==> config.mk <==
export PLATFORM = sky130hd
export DESIGN_NAME = sia_divider
export DESIGN_NICKNAME = d
export VERILOG_FILES = /design/src/rtl/sia_divider.sv
export SDC_FILE = /design/constraint.sdc
export NUM_CORES = 2
export LEC_CHECK = 0
export BUFFER_PORTS_ARGS = -buffer_cell sky130_fd_sc_hd__buf_2
export CAP_MARGIN = 15
export CORE_MARGIN = 5
export CORE_UTILIZATION = 53
export CTS_CLUSTER_SIZE = 28
export DETAILED_ROUTE_END_ITERATION = 10
export PLACE_DENSITY_LB_ADDON = 0.2
export SLEW_MARGIN = 20
export SYNTH_ARGS = -nofsm -noshare
export SYNTH_HDL_FRONTEND = slang
export SYNTH_SLANG_ARGS = --single-unit
==> constraint.sdc <==
create_clock -name clk -period 20.1 [get_ports clk]
set_input_delay 4.02 -clock clk [delete_from_list [all_inputs] [get_ports clk]]
set_output_delay 4.02 -clock clk [all_outputs]
set_load 0.05 [all_outputs]
==> src/rtl/sia_divider.sv <==
`timescale 1ns / 1ps
// ----------------------------------------------------------------------------
// sia_divider
// pipelined unsigned restoring divider, BITS_PER_STAGE quotient bits a stage,
// with side data carried alongside; advances when en is high
// ----------------------------------------------------------------------------
module sia_divider #(
  parameter int unsigned WIDTH          = 32,
  parameter int unsigned BITS_PER_STAGE = 4,
  parameter int unsigned SIDE_WIDTH     = 8
) (
  input  logic                  clk,
  input  logic                  en,
  input  logic [WIDTH-1:0]      dividend,
  input  logic [WIDTH-1:0]      divisor,
  input  logic [SIDE_WIDTH-1:0] side_in,
  output logic [WIDTH-1:0]      quotient,
  output logic [WIDTH-1:0]      remainder,
  output logic [SIDE_WIDTH-1:0] side_out
);

  localparam int unsigned STAGES = (WIDTH + BITS_PER_STAGE - 1) / BITS_PER_STAGE;

  logic [WIDTH-1:0]      num   [STAGES+1];
  logic [WIDTH-1:0]      rem   [STAGES+1];
  logic [WIDTH-1:0]      den   [STAGES+1];
  logic [SIDE_WIDTH-1:0] side  [STAGES+1];

  assign num[0]  = dividend;
  assign rem[0]  = '0;
  assign den[0]  = divisor;
  assign side[0] = side_in;

  for (genvar g = 0; g < STAGES; g++) begin : g_stage
    logic [WIDTH-1:0] num_next;
    logic [WIDTH-1:0] rem_next;

    always_comb begin
      logic [WIDTH:0] trial;
      trial = '0;
      num_next = num[g];
      rem_next = rem[g];
      for (int k = 0; k < BITS_PER_STAGE; k++) begin
        if (g * BITS_PER_STAGE + k < WIDTH) begin
          trial = {rem_next, num_next[WIDTH-1]};
          num_next = {num_next[WIDTH-2:0], 1'b0};
          if (trial >= {1'b0, den[g]}) begin
            trial = trial - {1'b0, den[g]};
            num_next[0] = 1'b1;
          end
          rem_next = trial[WIDTH-1:0];
        end
      end
    end

    always_ff @(posedge clk) begin
      if (en) begin
        num[g+1]  <= num_next;
        rem[g+1]  <= rem_next;
        den[g+1]  <= den[g];
        side[g+1] <= side[g];
      end
    end
  end

  assign quotient  = num[STAGES];
  assign remainder = rem[STAGES];
  assign side_out  = side[STAGES];

endmodule

* Yosys cells after proc, flatten, opt, wreduce, memory -nomap -nowiden
Cells that the tools add are included.
Word-level totals: bits in registers 800, input bits 74, output and inout bits 72, logic and storage cells 159
Operators by class: add/sub/neg operators 32, $lt $le $gt $ge 32, mux-type cells 64
Operators by type and width (count):
- $mux 32 | 32
- $ge 33x32->1 | 31
- $sub 32x32->32 | 31
- $ge 1x32->1 | 1
- $mux 1 | 32
- $sub 1x32->32 | 1

* Logic depth before layout (Yosys ltp)
depth after elaboration 8, mapped depth 62, gate-level depth less buffers 54

* Least setup slack after synthesis
OpenSTA, ideal clock, no wires.
path kind input-to-reg, start point input port divisor[1], end point register rem[249] (netlist bit), data pin, setup time 260 ps, arrival 14964 ps, required time 19840 ps, setup slack 4877 ps, stages 52, buffers on the path 9, cells stage by stage inv_1 clkbuf_1 ha_1 clkbuf_1 a21oi_1 nor3_1 clkbuf_1 a21boi_0 ha_1 nand3_1 o21ai_0 a211oi_1 a2111oi_0 a211oi_1 o21ai_0 nand2_1 and2_1 clkbuf_1 [16 not listed] buf_2 nor2_1 a21oi_1 inv_1 ha_1 nor2b_1 o211a_1 o21ai_0 a21oi_1 o21a_1 a311oi_1 o31a_1 o31ai_1 a221o_1 a21oi_1 o221ai_1 buf_2 mux2_2
On the way: word-level cells in the longest chain between the ends 8, elaborated cells between the ends (all ways) 12, those cells by class 4 x add/sub; 4 x order compare; 4 x mux
Ends and longest elaborated chain:
- start, declared | RTL line 15 | input logic [WIDTH-1:0] divisor,
- $sub 1x32->32 or $ge 1x32->1 (tied branches) | RTL line 48, 47
- $mux 32 | RTL line 47 | if (trial >= {1'b0, den[g]}) begin
- $sub 32x32->32 or $ge 33x32->1 (tied branches) | RTL line 48, 47
- $mux 32 | RTL line 47
- $sub 32x32->32 or $ge 33x32->1 (tied branches) | RTL line 48, 47
- $mux 32 | RTL line 47
- $sub 32x32->32 or $ge 33x32->1 (tied branches) | RTL line 48, 47
- $mux 32 (*) | RTL line 47
- end signal, assigned by index | RTL line 59 | rem[g+1] <= rem_next;
- end, declared | RTL line 25 | logic [WIDTH-1:0] rem [STAGES+1];
Mark *: on every way between the ends. The rest lies on a longest branch, timed or not. A chain may end at the register's enable or synchronous reset.

* Final worst setup path
start point input port divisor[1], end point register rem[255] (netlist bit), data pin
The elaborated chain is that of the path after synthesis.

==> impl_results.md <==
* Reg clk slew, reported paths at 0.06 ns
* Core area at 0.1580 mm2
* Share of cells above drive strength 1 at 10.81%
* Fraction of registers with async set/reset at 0%
* Synthesized area per cell at 9.135 um2
* Hold path depth at 0
* Final Wtd Congestion at 0.9818
* Total negative slack at 0 ns
* Reg2reg path depth at 55
* Placed insts at 11.21k
* Post-synth EDFFs at 800
* Worst-Margin Slew at 1.136 ns
* RSZ-0062 raised after global routing: no
* Gr ovfl total at 0
* Critical Path RT at 20.55 ns
* Total track usage at 28.62%
* # DRC at 0
* FMAX at 58.78 MHz
* Max Cap Viol at 0
* Setup Skew at 0.04130 ns
* Final ANT Viol Nets at 0
* Fillers at 14.13k
* Die Ht at 408.1 um
* DRC marker count from the first detailed-route iteration at 5819
* Post-synth top area share at 28.60%
* Post-CTS sizing at 0
* First-pass GRT wire length at 380100 um
* Final net count at 10.33k
* Postcts setup bufs at 0
* Crit Path Class: primary input to register
* Area grow syn2layout at 6.522%
* Crit end category: register
* Setup crit start kind: primary input
* Fin. Hold Viols at 0
* Drt first pass iters at 6
* Antenna diodes at 0
* Ys Warns at 0
* Vias at 70.75k
* Post-Syn Nets at 10.30k
* CTS tree: done
* Post-CTS Hold Buffers at 0
* CP max-delay cell: ha_1
* Yosys top cell by area: edfxtp_1
* Setup-failing EPs final at 0
* Crit-path max FO at 29
* Cell count after synthesis at 9196
* Hold WC Path Type: register to register
* Fin cells at 11.37k
* Number of global-route vias before repair at 67.82k
* IO buf count at 145
* Worst slew margin at 24.10%
* Largest net degree at the start of global routing at 170
* Hpwl dp at 200100 um
* Row count at 146
* CTS root buf: clkbuf_16
* Netlist cell types at 105
* Min Tclk post-route at 17.01 ns
* Synthesized flop and latch total at 800
* Routed WL at 248900 um
* Clk buf depth at 3
* Die area at 0.1666 mm2
* I/O pin count at 146
* Worst path max stage delay at 0.75 ns
* Drt wl/cell at 21.88 um
* Top cells by area, synth: edfxtp_1, ha_1, mux2_2, xnor2_1, a21oi_1
* H-tree depth at 3
* Status: completed
* Max Slew Vio Count at 0
* Die X at 408.1 um
* TritonCTS buffer count at 89
* Period utilisation layout at 84.64%
* Ys flop type: edfxtp_1
* Commonest cells after routing, fill and taps aside: ha_1, a21oi_1, edfxtp_1
* Skew-Pair Late Insertion Delay at 0.73 ns
* CP arrival at 17.46 ns
* Initial antenna violation count at 5
* Sequential-to-total area share from yosys stat at 28.60%
* Post-synthesis cell area at 0.08401 mm2
* CTS sink count at 800
* Vias/cell at 6.220
* Starting density of the core at 53.17%
* Final Util at 56.63%
* Most common cell after layout, fill and taps aside: ha_1
## synthesized netlist by cell type (76+ instances only)
cell / n
xor2_1: 282
edfxtp_1: 800
a31oi_1: 90
nand4_1: 131
xnor2_1: 530
nor2_1: 601
nand2_1: 542
nor3_1: 128
buf_4: 76
nand3_1: 179
a21o_1: 475
and3_1: 94
ha_1: 994
mux2_2: 539
inv_1: 596
o21ai_0: 562
o21bai_1: 136
clkbuf_1: 109
nand2b_1: 134
a21oi_1: 897
o21a_1: 130
nor2b_1: 107
## final timing paths
kind | startpoint | end | slack, ns
worst max register to register | den[33] | remainder[19] | 4.42
worst min register to register | g_stage[6].num_next[9] | g_stage[7].num_next[13] | 0.40
worst min-delay path | g_stage[6].num_next[9] | g_stage[7].num_next[13] | 0.40
worst max-delay path | divisor[1] | rem[255] | 3.09
## logic make-up (layout without fill, tap and decap cells)
| group | after synthesis | count (layout) | synth area share [%] |
|---|---|---|---|
| AO/OA/AOI/OAI | 2877 | 2877 | 21.99 |
| buffers and inverters | 858 | 963 | 4.331 |
| adder cells (fa/ha/maj) | 1025 | 1025 | 15.54 |
| AND/OR/NAND/NOR | 2197 | 2197 | 12.74 |
| flip-flops | 800 | 800 | 28.60 |
| multiplexers | 627 | 627 | 8.336 |
| XOR/XNOR | 812 | 812 | 8.466 |
## registers in the layout (all words and copies together) (netlist names)
signal and flops:
g_stage.num_next 196, num 28, side_out 8, den 224, quotient 32, side 56
rem 224, remainder 32
## critical path, delay by kind of cell
kind	cells	cell delay, ns
AOI/OAI and AO/OA	24	7.23
buffers and inverters	6	2.02
and+or+nand+nor	9	1.73
adders and majority gates	4	1.60
muxes	2	0.67
xor gates and xnor gates	1	0.11
## layer usage
metal  wire [um]  GRT usage [%]
met5          13              0
met2      118900          49.58
met4       14860          15.27
met3       12770          2.742
met1      102300          35.31
## through the flow
step	setup slack, ns	hold WS, ns	area, um2
after floorplan	4.877	0.4003	84010
after global placement	2.773	0.4002	86520
after detailed placement	2.634	0.4045	86520
after CTS	3.338	0.3879	89470
after global routing	1.964	0.4035	89490
final	3.087	0.3959	89490
## cell type report
type | instances | area (um2) | share of cell area (%)
Inverter | 602 | 2260 | 2.525
Clock buffer | 98 | 2261 | 2.526
Timing Repair Buffer | 201 | 1189 | 1.328
Sequential cell | 800 | 24020 | 26.84
Multi-Input combinational cell | 7538 | 56470 | 63.10
Clock inverter | 62 | 693.2 | 0.7746
Tap cell | 2072 | 2592 | 2.897
Power is left out: the tool's default activity adds up to more than one toggle a clock period on the data nets, which glitch-free logic cannot reach.
