### src/rtl/sia_pkg.sv
`timescale 1ns / 1ps
// ----------------------------------------------------------------------------
// sia_pkg
// types and operation codes shared by the integer alu pipeline
// ----------------------------------------------------------------------------
package sia_pkg;

  localparam int unsigned OP_WIDTH = 5;
  localparam int unsigned VALUE_WIDTH = 32;

  typedef enum logic [OP_WIDTH-1:0] {
    OP_ADD = 5'd0, OP_SUB = 5'd1, OP_MUL = 5'd2, OP_DIV = 5'd3, OP_MOD = 5'd4,
    OP_AND = 5'd5, OP_OR = 5'd6, OP_XOR = 5'd7, OP_SRA = 5'd8, OP_SLL = 5'd9,
    OP_SRL = 5'd10, OP_EQ = 5'd11, OP_NE = 5'd12, OP_LE = 5'd13, OP_GE = 5'd14,
    OP_LT = 5'd15, OP_GT = 5'd16, OP_LAND = 5'd17, OP_LOR = 5'd18,
    OP_POS = 5'd19, OP_NEG = 5'd20, OP_NOT = 5'd21
  } op_t;

  typedef struct packed {
    logic [OP_WIDTH-1:0]           operation;
    logic signed [VALUE_WIDTH-1:0] left_operand;
    logic signed [VALUE_WIDTH-1:0] right_operand;
  } in_beat_t;

  typedef struct packed {
    logic signed [VALUE_WIDTH-1:0] result_value;
    logic                          result_valid;
  } out_beat_t;

endpackage

### src/rtl/sia_quick.sv
`timescale 1ns / 1ps
// ----------------------------------------------------------------------------
// sia_quick
// combinational operations: logic, shifts, compares, add, sub, unary
// ----------------------------------------------------------------------------
module sia_quick #(
  parameter int unsigned WIDTH = 32
) (
  input  logic [sia_pkg::OP_WIDTH-1:0] operation,
  input  logic [WIDTH-1:0]             a,
  input  logic [WIDTH-1:0]             b,
  input  logic [$clog2(WIDTH)-1:0]     shamt,
  output logic [WIDTH-1:0]             value,
  output logic                         supported
);

  logic lt_ab;
  logic lt_ba;

  assign lt_ab = $signed(a) < $signed(b);
  assign lt_ba = $signed(b) < $signed(a);

  always_comb begin
    value = '0;
    supported = 1'b1;
    unique case (operation)
      sia_pkg::OP_ADD:  value = a + b;
      sia_pkg::OP_SUB:  value = a - b;
      sia_pkg::OP_AND:  value = a & b;
      sia_pkg::OP_OR:   value = a | b;
      sia_pkg::OP_XOR:  value = a ^ b;
      sia_pkg::OP_SRA:  value = WIDTH'($signed(a) >>> shamt);
      sia_pkg::OP_SLL:  value = a << shamt;
      sia_pkg::OP_SRL:  value = a >> shamt;
      sia_pkg::OP_EQ:   value = WIDTH'(a == b);
      sia_pkg::OP_NE:   value = WIDTH'(a != b);
      sia_pkg::OP_LE:   value = WIDTH'(!lt_ba);
      sia_pkg::OP_GE:   value = WIDTH'(!lt_ab);
      sia_pkg::OP_LT:   value = WIDTH'(lt_ab);
      sia_pkg::OP_GT:   value = WIDTH'(lt_ba);
      sia_pkg::OP_LAND: value = WIDTH'((a != '0) && (b != '0));
      sia_pkg::OP_LOR:  value = WIDTH'((a != '0) || (b != '0));
      sia_pkg::OP_POS:  value = b;
      sia_pkg::OP_NEG:  value = '0 - b;
      sia_pkg::OP_NOT:  value = ~b;
      sia_pkg::OP_MUL, sia_pkg::OP_DIV, sia_pkg::OP_MOD: value = '0;
      default: supported = 1'b0;
    endcase
  end

endmodule

### config.mk
export PLATFORM = sky130hd
export DESIGN_NAME = sia_quick
export DESIGN_NICKNAME = d
export VERILOG_FILES = /design/src/rtl/sia_pkg.sv /design/src/rtl/sia_quick.sv
export SDC_FILE = /design/constraint.sdc
export NUM_CORES = 1
export LEC_CHECK = 0
export BUFFER_PORTS_ARGS = -buffer_cell sky130_fd_sc_hd__buf_2
export CAP_MARGIN = 10
export CORE_MARGIN = 3
export CORE_UTILIZATION = 30
export DETAILED_ROUTE_END_ITERATION = 8
export PLACE_DENSITY_LB_ADDON = 0.15
export SYNTH_ARGS = -nofsm -noshare
export SYNTH_HDL_FRONTEND = slang
export SYNTH_SLANG_ARGS = --single-unit
### constraint.sdc
create_clock -name vclk -period 3.2
set_input_delay 0.48 -clock vclk [all_inputs]
set_output_delay 0.48 -clock vclk [all_outputs]
set_load 0.02 [all_outputs]
Word level (Yosys, flattened, before mapping)

Index checks and enable logic that the tools add are counted.

Bits in registers: 0
Bits in latches: 0
Memory bits (writable): 0
Bits in read-only memories: 0
Bits of input ports: 74
Output and inout port bits: 33
Memories: 0

$add $sub $neg: 3
Multiply operators: 0
Divide/modulo/power cells: 0
Order comparisons: 2
Equal/unequal tests: 23
Shift operators: 3
Multiplexer cells: 2
Bitwise gates (word level): 4
Reductions and logical operators: 8

Operators by type and width:

| kind                  | count |
|---|---|
| $pmux 32 s19          | 1 |
| $lt 32x32->1          | 2 |
| $reduce_bool 32->1    | 2 |
| $eq 5x4->1 const B    | 8 |
| $add 32x32->32        | 1 |
| $and 32x32->32        | 1 |
| $eq 32x32->1          | 1 |
| $ne 32x32->1          | 1 |
| $not 32->32           | 1 |
| $or 32x32->32         | 1 |
| $shl 32x5->32         | 1 |
| $shr 32x5->32         | 1 |
| $sshr 32x5->32        | 1 |
| $sub 1x32->32 const A | 1 |
| $sub 32x32->32        | 1 |
| $xor 32x32->32        | 1 |
| $eq 5x5->1 const B    | 6 |
| $reduce_or 22->1      | 1 |
| $eq 5x3->1 const B    | 4 |
| $eq 5x2->1 const B    | 2 |
| $eq 5x1->1 const B    | 1 |
| $logic_not 5->1       | 1 |
| $logic_not 1->1       | 2 |
| $logic_and 1x1->1     | 1 |
| 2 further kinds       | 2 |

Logic depth before layout (Yosys ltp)

Gate-level depths: netlist of run 1.

Word-level depth: 3
Gate-level depth with buffers: 15
Mapped depth without buffers: 13

Worst setup path before layout of run 1

OpenSTA, ideal clock, no wires.

Path type: in2out
Start point: input a[10]
End point: output value[0]
Data arrival time: 3.300 ns
Slack: -0.580 ns
Stages: 11
Path buffers: 1
Cell sequence: inv_1 -> ha_1 -> clkbuf_1 -> nor4_1 -> nor4b_1 -> o21ai_0 -> a31oi_1 -> o21ai_0 -> a31oi_1 -> a31oi_1 -> o311ai_0

Longest elaborated chain between the ends: 3
Elaborated cells on any way between the ends: 13
Classes of those cells: 2 x order compare; 2 x eq/ne; 3 x shift; 1 x mux; 5 x reduce/logical

Ends and longest elaborated chain:

| item                                    | RTL line        | text |
|---|---|---|
| start, declared                         | sia_quick.sv:10 | `input logic [WIDTH-1:0] a,` |
| $lt 32x32->1 (tied with other cells)    | sia_quick.sv:20 | `assign lt_ab = $signed(a) < $signed(b);` |
| $logic_not 1->1 (tied with other cells) | sia_quick.sv:38 | `sia_pkg::OP_GE: value = WIDTH'(!lt_ab);` |
| $pmux 32 s19 *                          | sia_quick.sv:26 | `unique case (operation)` |
| end, declared                           | sia_quick.sv:13 | `output logic [WIDTH-1:0] value,` |

Every way passes the cells marked *; elsewhere a longest branch is shown, timed or not.

Final worst setup path of run 1

Start point: input b[1]
End point: output value[29]

Longest elaborated chain between the ends: 2
Elaborated cells on any way between the ends: 4
Classes of those cells: 3 x add/sub; 1 x mux

Ends and longest elaborated chain:

| item                                  | RTL line        | text |
|---|---|---|
| start, declared                       | sia_quick.sv:11 | `input logic [WIDTH-1:0] b,` |
| $sub 1x32->32 (tied with other cells) | sia_quick.sv:44 | `sia_pkg::OP_NEG: value = '0 - b;` |
| $pmux 32 s19 *                        | sia_quick.sv:26 |  |

Marks and branches as above.

==> impl_metrics.tcl, run 1 <==
set metrics [dict create \
    status "complete, but fails checks" \
    antenna_found_initial 0 \
    period_needed_ps 3761 \
    fp.dieH_um 194.8 \
    combPwrFrac 1.000 \
    hold_path.class "input port to primary output" \
    viasPerCell 5.919 \
    worstPathRequired_ps 2720 \
    design_area_um2 18820 \
    violations "negative setup slack" \
    grt_pass1_wl_mm 98.28 \
    clockPowerShare 0 \
    finalSetupViolations 26 \
    ys_warn_count 0 \
    fmax_mhz 265.9 \
    fp.dieW_um 194.8 \
    antenna_cells 0 \
    crit_start "b[1]" \
    portBuffers 107 \
    nets 2479 \
    die-area_um2 37940 \
    cap_violations 0 \
    core_area_um2 34800 \
    cts.hold.buffers_added 0 \
    crit_type "input port to primary output" \
    cp-start-kind "input port" \
    worst_slew_pin_slew_ps 630.2 \
    clock_buffers 0 \
    wirelength_mm 68.00 \
    crit_fanout 4 \
    first_pass_iters 6 \
    whs_path_depth 4 \
    worstHoldStart "operation[4]" \
    gp_congestion 1.017 \
    rows 68 \
    p_int_mw 1.537 \
    grt_pass1_vias 15697 \
    grt_overflow_total 0 \
    grt-busiest-layer "met2" \
    vias 16140 \
    final_cells 2727 \
    max-vdd-ir-drop_v 0.00009524 \
    drc 0 \
    use_met3 0.02080 \
    placed_area_um2 16400 \
    synthCells 1612 \
    ys_types 86 \
    drtIter0Drc 1623 \
    layout_setup_ws_ps -561.1 \
    switching_power_mw 1.763 \
    track_usage 0.3321 \
    synth_fp_nets 1817 \
    timing.critical_path.to_type "primary output" \
    p_seq_frac 0 \
    netlist_area_um2 10690 \
    seq_cell_count 0 \
    p_sw_frac 0.5342 \
    max_slew_margin 0.5754 \
    yosysSeqAreaShare 0 \
    use_met1 0.4281 \
    hold_end "supported" \
    io_pins 107 \
    final_util 0.5407 \
    initial_core_util 0.3072 \
    hold_viol 0 \
    finalCritPeriodShare 1.175 \
    drt.antenna.violating_nets 0 \
    register_area_um2 0 \
    dp_cells 2676 \
    avgSynthCellArea_um2 6.632 \
    wire_per_inst_um 24.94 \
    grt_max_degree 46 \
    grt_setup_unrepaired "yes" \
    power.density_nw_per_um2 175.4 \
    cp.arrival_ps 3280 \
    drv_slew 0 \
    p_leak_nw 8.470 \
    drive_above_1_share 0.4903 \
    dp_worst_setup_slack_ps -1256 \
    dp_hpwl_mm 55.15 \
    grt_use_met2 0.5589 \
    total_power_mw 3.300 \
    syn_to_final_growth_pct 76.01 \
]
==> worst max path at each step <==
stage                     slack (ps)        end
after CTS                       -580  value[29]
after detailed placement       -1260   value[0]
after global routing            -620  value[29]
after global placement         -1270   value[0]
final                           -560  value[29]
after floorplan                 -250  value[29]
==> metrics by stage <==
| stage | hold slack [ps] | setup TNS, ps |
|---|---|---|
| after floorplan | 1127 | -935.8 |
| after global placement | 1410 | -16830 |
| after detailed placement | 1431 | -16980 |
| after CTS | 1453 | -10440 |
| after global routing | 1494 | -11820 |
| final | 1458 | -10040 |
==> metal layers <==
| metal | vias up | wire length [µm] |
|---|---|---|
| li1 | 7405 | - |
| met1 | 7752 | 27450 |
| met2 | 804 | 31210 |
| met3 | 179 | 4622 |
| met4 | 0 | 4719 |
| met5 | - | 0 |
==> kinds of logic (layout without fill, tap and decap cells) <==
family          count (synthesis)  in the layout  share of synthesized area
buf+inv                       223            883                    0.08404
fa+ha+maj                     131            131                     0.1547
compound gates                586            586                     0.3660
xor+xnor                       14             14                    0.01147
mux                           110            110                     0.1404
simple gates                  548            548                     0.2433
==> synth_stat cells, drive strengths merged, types with 10 or more instances <==
library cell	instances	share of area
o21bai	21	0.015
mux2i	64	0.061
or4	10	0.0077
a221oi	36	0.029
o22ai	18	0.011
o221ai	10	0.0082
buf	42	0.020
nor2b	15	0.0088
o31ai	15	0.011
xnor2	12	0.0098
mux2	17	0.018
inv	103	0.036
a31oi	22	0.014
o211ai	25	0.018
nand3	29	0.014
mux4	29	0.061
nand2	115	0.040
o21ai	125	0.059
nand4	19	0.011
nor3	46	0.022
o2111ai	13	0.011
a21oi	153	0.073
or3	10	0.0059
ha	129	0.15
clkbuf	78	0.027
nor2	209	0.073
nor4	34	0.020
a211oi	24	0.017
nand2b	21	0.012
a21o	24	0.017
==> repair_timing <==
item | CTS | global route
hold endpoints to repair | 0 | 0
setup buffers | 29 | 31
pin swaps | 58 | 125
gates cloned | 0 | 4
resized for setup | 211 | 243
endpoints found under the setup margin | 32 | 32
==> power groups by stage <==
| stage | registers [mW] | logic [mW] | clock network (mW) |
|---|---|---|---|
| after floorplan | 0 | 1.32 | 0 |
| after global placement | 0 | 2.72 | 0 |
| after detailed placement | 0 | 2.72 | 0 |
| after CTS | 0 | 2.97 | 0 |
| after global routing | 0 | 3.48 | 0 |
| final | 0 | 3.30 | 0 |
==> cells in the final DEF (no fill, tap or decap), types with 28 or more instances in the layout <==
cell / instances
a21oi_1: 122
buf_2: 63
buf_4: 636
buf_6: 57
ha_1: 104
inv_1: 71
mux2i_1: 54
mux4_2: 28
nand2_1: 105
nor2_1: 192
nor3_1: 29
o21ai_0: 82
==> layout make-up <==
type | instances | area (µm²)
fillers | 3345 | 15980
multi-input cells | 1389 | 11590
repair buffers | 780 | 6220
well taps | 455 | 569.3
inverters | 103 | 432.9
==> worst max-delay path: stages <==
cell and delay (ps):
buf_8 80, clkinvlp_4 130, ha_4 250, o21ba_4 200
or4_4 450, a31oi_4 260, o2111ai_4 210, a31oi_4 210
a21oi_2 70, o211a_1 220, or4_4 500, o21ai_4 80
buf_6 130
No activity file was read; power rests on OpenSTA's default activity.
==> run 2, diff against run 1 <==
Settings changed: CELL_PAD_IN_SITES_DETAIL_PLACEMENT set to 0, CELL_PAD_IN_SITES_GLOBAL_PLACEMENT set to 1.
==> impl_metrics.tcl, run 2 (synthesis gave the netlist of run 1 again) <==
set metrics [dict create \
    timing.critical_path.to_type "primary output" \
    nets 2491 \
    crit_type "input port to primary output" \
    power.density_nw_per_um2 175.1 \
    antenna_cells 0 \
    wire_per_inst_um 25.30 \
    drc 0 \
    rows 68 \
    drive_above_1_share 0.4934 \
    register_area_um2 0 \
    p_int_mw 1.559 \
    cp.arrival_ps 3340 \
    vias 16163 \
    grt_pass1_wl_mm 100.7 \
    violations "negative setup slack" \
    die-area_um2 37940 \
    hold_path.class "input port to primary output" \
    grt_setup_unrepaired "yes" \
    status "complete, but fails checks" \
    crit_fanout 4 \
    track_usage 0.3429 \
    io_pins 107 \
    worstPathRequired_ps 2720 \
    m1WireLength_mm 27.90 \
    final_util 0.5451 \
    fp.dieH_um 194.8 \
    cts.hold.buffers_added 0 \
    period_needed_ps 3825 \
    drv_slew 0 \
    initial_core_util 0.3072 \
    clockPowerShare 0 \
    finalCritPeriodShare 1.195 \
    drt.antenna.violating_nets 0 \
    dp_hpwl_mm 56.67 \
    fmax_mhz 261.4 \
    grt_overflow_total 0 \
    clock_buffers 0 \
    grt_max_degree 56 \
    switching_power_mw 1.762 \
    layout_setup_ws_ps -624.9 \
    hold_viol 0 \
    crit_start "b[1]" \
    fp.dieW_um 194.8 \
    dr_wl_met2_mm 32.57 \
    core_area_um2 34800 \
    drtIter0Drc 1581 \
    first_pass_iters 6 \
    worst_slew_pin_slew_ps 749.9 \
    final_common_cell "buf_4" \
    cp-start-kind "input port" \
    grt_pass1_vias 15699 \
    portBuffers 107 \
    gp_congestion 0.9857 \
    max_slew_margin 0.4955 \
    layout_common_cells "buf_4 (637), nor2_1 (195), a21oi_1 (120)" \
    combPwrFrac 1.000 \
    finalSetupViolations 26 \
    hold_slack_ps 1404 \
    worstHoldStart "operation[2]" \
    seq_cell_count 0 \
    wl_met3_mm 5.017 \
    wirelength_mm 69.29 \
    p_seq_frac 0 \
    max-vdd-ir-drop_v 0.0001037 \
    top_layer "met4" \
    dp_worst_setup_slack_ps -932.6 \
    antenna_found_initial 0 \
    p_sw_frac 0.5306 \
    hold_end "supported" \
    cap_violations 0 \
    syn_to_final_growth_pct 77.42 \
    p_leak_nw 8.564 \
    viasPerCell 5.901 \
    whs_path_depth 4 \
]
[run 2: cell types whose count changed in the layout (fill, tap and decap cells not counted), sizes merged]
| cell | delta |
|---|---|
| clkbuf | -2 |
| clkinv | -1 |
| inv | +3 |
| buf | +13 |
| clkinvlp | -2 |
| bufbuf | +1 |
[run 2: worst max path at each step]
stage | to | slack, ps | depth (start not counted)
finish | value[29] | -620 | 13
CTS | value[31] | -610 | 14
global placement | value[0] | -960 | 16
detailed placement | value[0] | -930 | 16
global route | value[0] | -670 | 14
floorplan | value[29] | -250 | 11
[run 2: power groups by stage]
stage | Combinational [mW] | Sequential [mW] | Clock [mW]
2_1_floorplan | 1.32 | 0 | 0
3_3_place_gp | 2.75 | 0 | 0
3_5_place_dp | 2.75 | 0 | 0
4_1_cts | 3.10 | 0 | 0
5_1_grt | 3.51 | 0 | 0
6_report | 3.32 | 0 | 0
[run 2: metal layers]
| layer | vias to the layer above | track usage |
|---|---|---|
| li1 | 7442 | - |
| met3 | 155 | 0.03831 |
| met5 | - | 0 |
| met4 | 0 | 0.1405 |
| met1 | 7760 | 0.4398 |
| met2 | 806 | 0.5861 |
[run 2: area by class of cell]
type	instances	area [µm²]
repair buffers	792	6385
well taps	455	569.3
fillers	3452	15830
inverters	103	400.4
multi-input cells	1389	11610
[run 2: through the flow]
step	cells	setup TNS, ps	total power [mW]	area (µm²)
after floorplan	1612	-935.8	1.322	10990
final	2739	-10810	3.321	18970
after CTS	2718	-10840	3.101	18110
after global placement	2687	-18410	2.748	16510
after global routing	2739	-12450	3.507	18970
after detailed placement	2687	-18710	2.753	16510
[run 2: critical path: stages]
cell        delay (ps)
buf_8               80
clkinvlp_4         140
ha_4               250
o21ba_4            190
or4_4              450
a31oi_4            280
o2111ai_4          230
a31oi_4            240
a21oi_2             70
o211a_1            220
or4_4              490
o21ai_4             80
buf_6              130
[run 2: timing repair]
item,4_1_cts,5_1_grt
gates resized for setup,305,157
pin swaps,91,85
setup buffers,31,28
gates cloned,2,1
hold endpoints to repair,0,0
endpoints found under the setup margin,32,31
==> run 3, diff against run 2 <==
Settings changed: CORE_MARGIN 3 to unset.
==> impl_metrics.tcl, run 3 (synthesis gave the netlist of run 1 again) <==
set metrics [dict create \
    timing.critical_path.to_type "primary output" \
    grt_pass1_vias 15849 \
    viasPerCell 5.912 \
    whs_path_depth 4 \
    io_pins 107 \
    seq_cell_count 0 \
    fp.dieW_um 190.8 \
    gp_congestion 1.025 \
    drive_above_1_share 0.4961 \
    drt.antenna.violating_nets 0 \
    clock_buffers 0 \
    status "complete, but fails checks" \
    crit_start "a[10]" \
    design_area_um2 19180 \
    wirelength_mm 69.35 \
    hold_path.class "input port to primary output" \
    syn_to_final_growth_pct 79.40 \
    grt_setup_unrepaired "yes" \
    grt_overflow_total 0 \
    portBuffers 107 \
    initial_core_util 0.3072 \
    layout_setup_ws_ps -679.7 \
    final_common_cell "buf_4" \
    die-area_um2 36390 \
    register_area_um2 0 \
    violations "negative setup slack" \
    max_slew_margin 0.5361 \
    track_usage 0.3696 \
    worstPathRequired_ps 2720 \
    fp.dieH_um 190.8 \
    antenna_cells 0 \
    p_leak_nw 8.660 \
    hold_end "supported" \
    dp_hpwl_mm 57.19 \
    grt_pass1_wl_mm 101.1 \
    wire_per_inst_um 25.06 \
    crit_type "input port to primary output" \
    final_util 0.5511 \
    antenna_found_initial 1 \
    multi_input_area_um2 11620 \
    crit_fanout 3 \
    drtIter0Drc 1449 \
    worst_slew_pin_slew_ps 688.6 \
    cp-start-kind "input port" \
    worstHoldStart "operation[2]" \
    core_area_um2 34800 \
    drc 0 \
    cp.arrival_ps 3400 \
    power.density_nw_per_um2 174.9 \
    first_pass_iters 5 \
    nets 2519 \
    placed_area_um2 16720 \
    layout_common_cells "buf_4 (656), nor2_1 (193), a21oi_1 (121)" \
    period_needed_ps 3880 \
    finalCritPeriodShare 1.212 \
    grt_max_degree 31 \
    dp_worst_setup_slack_ps -838.0 \
    hold_viol 0 \
    max-vdd-ir-drop_v 0.0001127 \
    fillers 3473 \
    fmax_mhz 257.8 \
    finalSetupViolations 28 \
    vias 16359 \
    rows 68 \
    drv_slew 0 \
    cap_violations 0 \
]
run 3: worst max-delay path: stages:
cell and delay [ps]:
buf_8 80, clkinvlp_4 150, ha_4 280, buf_6 130, nor4_4 250, buf_4 150
nor4b_4 170, buf_4 150, nand4_1 360, mux2_4 430, nand3b_1 80, nand4_1 130
nor3_2 240, o311ai_2 120, buf_4 170
run 3: area by class of cell:
| type | instances | area share |
|---|---|---|
| multi-input cells | 1389 | 0.6058 |
| repair buffers | 820 | 0.3435 |
| well taps | 455 | 0.02968 |
| inverters | 103 | 0.02107 |
run 3: timing repair:
item,in CTS,in global routing
cloned,0,0
endpoints found under the setup margin,32,32
pin swaps,108,53
setup buffers,43,20
gates resized for setup,346,112
hold buffers,0,0
run 3: layer usage:
metal	up-vias	routed length, µm	share of wire	GRT usage
li1	7474	-	-	-
met4	0	3713	0.054	0.1649
met2	748	32290	0.47	0.6196
met3	154	4400	0.063	0.03128
met1	7983	28950	0.42	0.4786
met5	-	0	0	0
run 3: report_power, final:
group	leakage, nW	internal (mW)	switching, mW
clock network	0	0	0
registers	0	0	0
logic	8.66	1.58	1.78
run 3: worst max path at each step:
stage	end	slack [ps]
floorplan	value[29]	-250
global placement	value[29]	-810
detailed placement	value[0]	-840
CTS	value[0]	-650
global route	value[29]	-720
finish	value[0]	-680
run 3: stage by stage:
stage / power (mW) / hold slack (ps) / setup TNS (ps) / instances
6_report: 3.355 / 1436 / -11380 / 2767
5_1_grt: 3.521 / 1470 / -13200 / 2767
4_1_cts: 3.178 / 1438 / -9984 / 2749
3_5_place_dp: 2.779 / 1432 / -17780 / 2714
3_3_place_gp: 2.772 / 1426 / -17720 / 2714
2_1_floorplan: 1.322 / 1127 / -935.8 / 1612
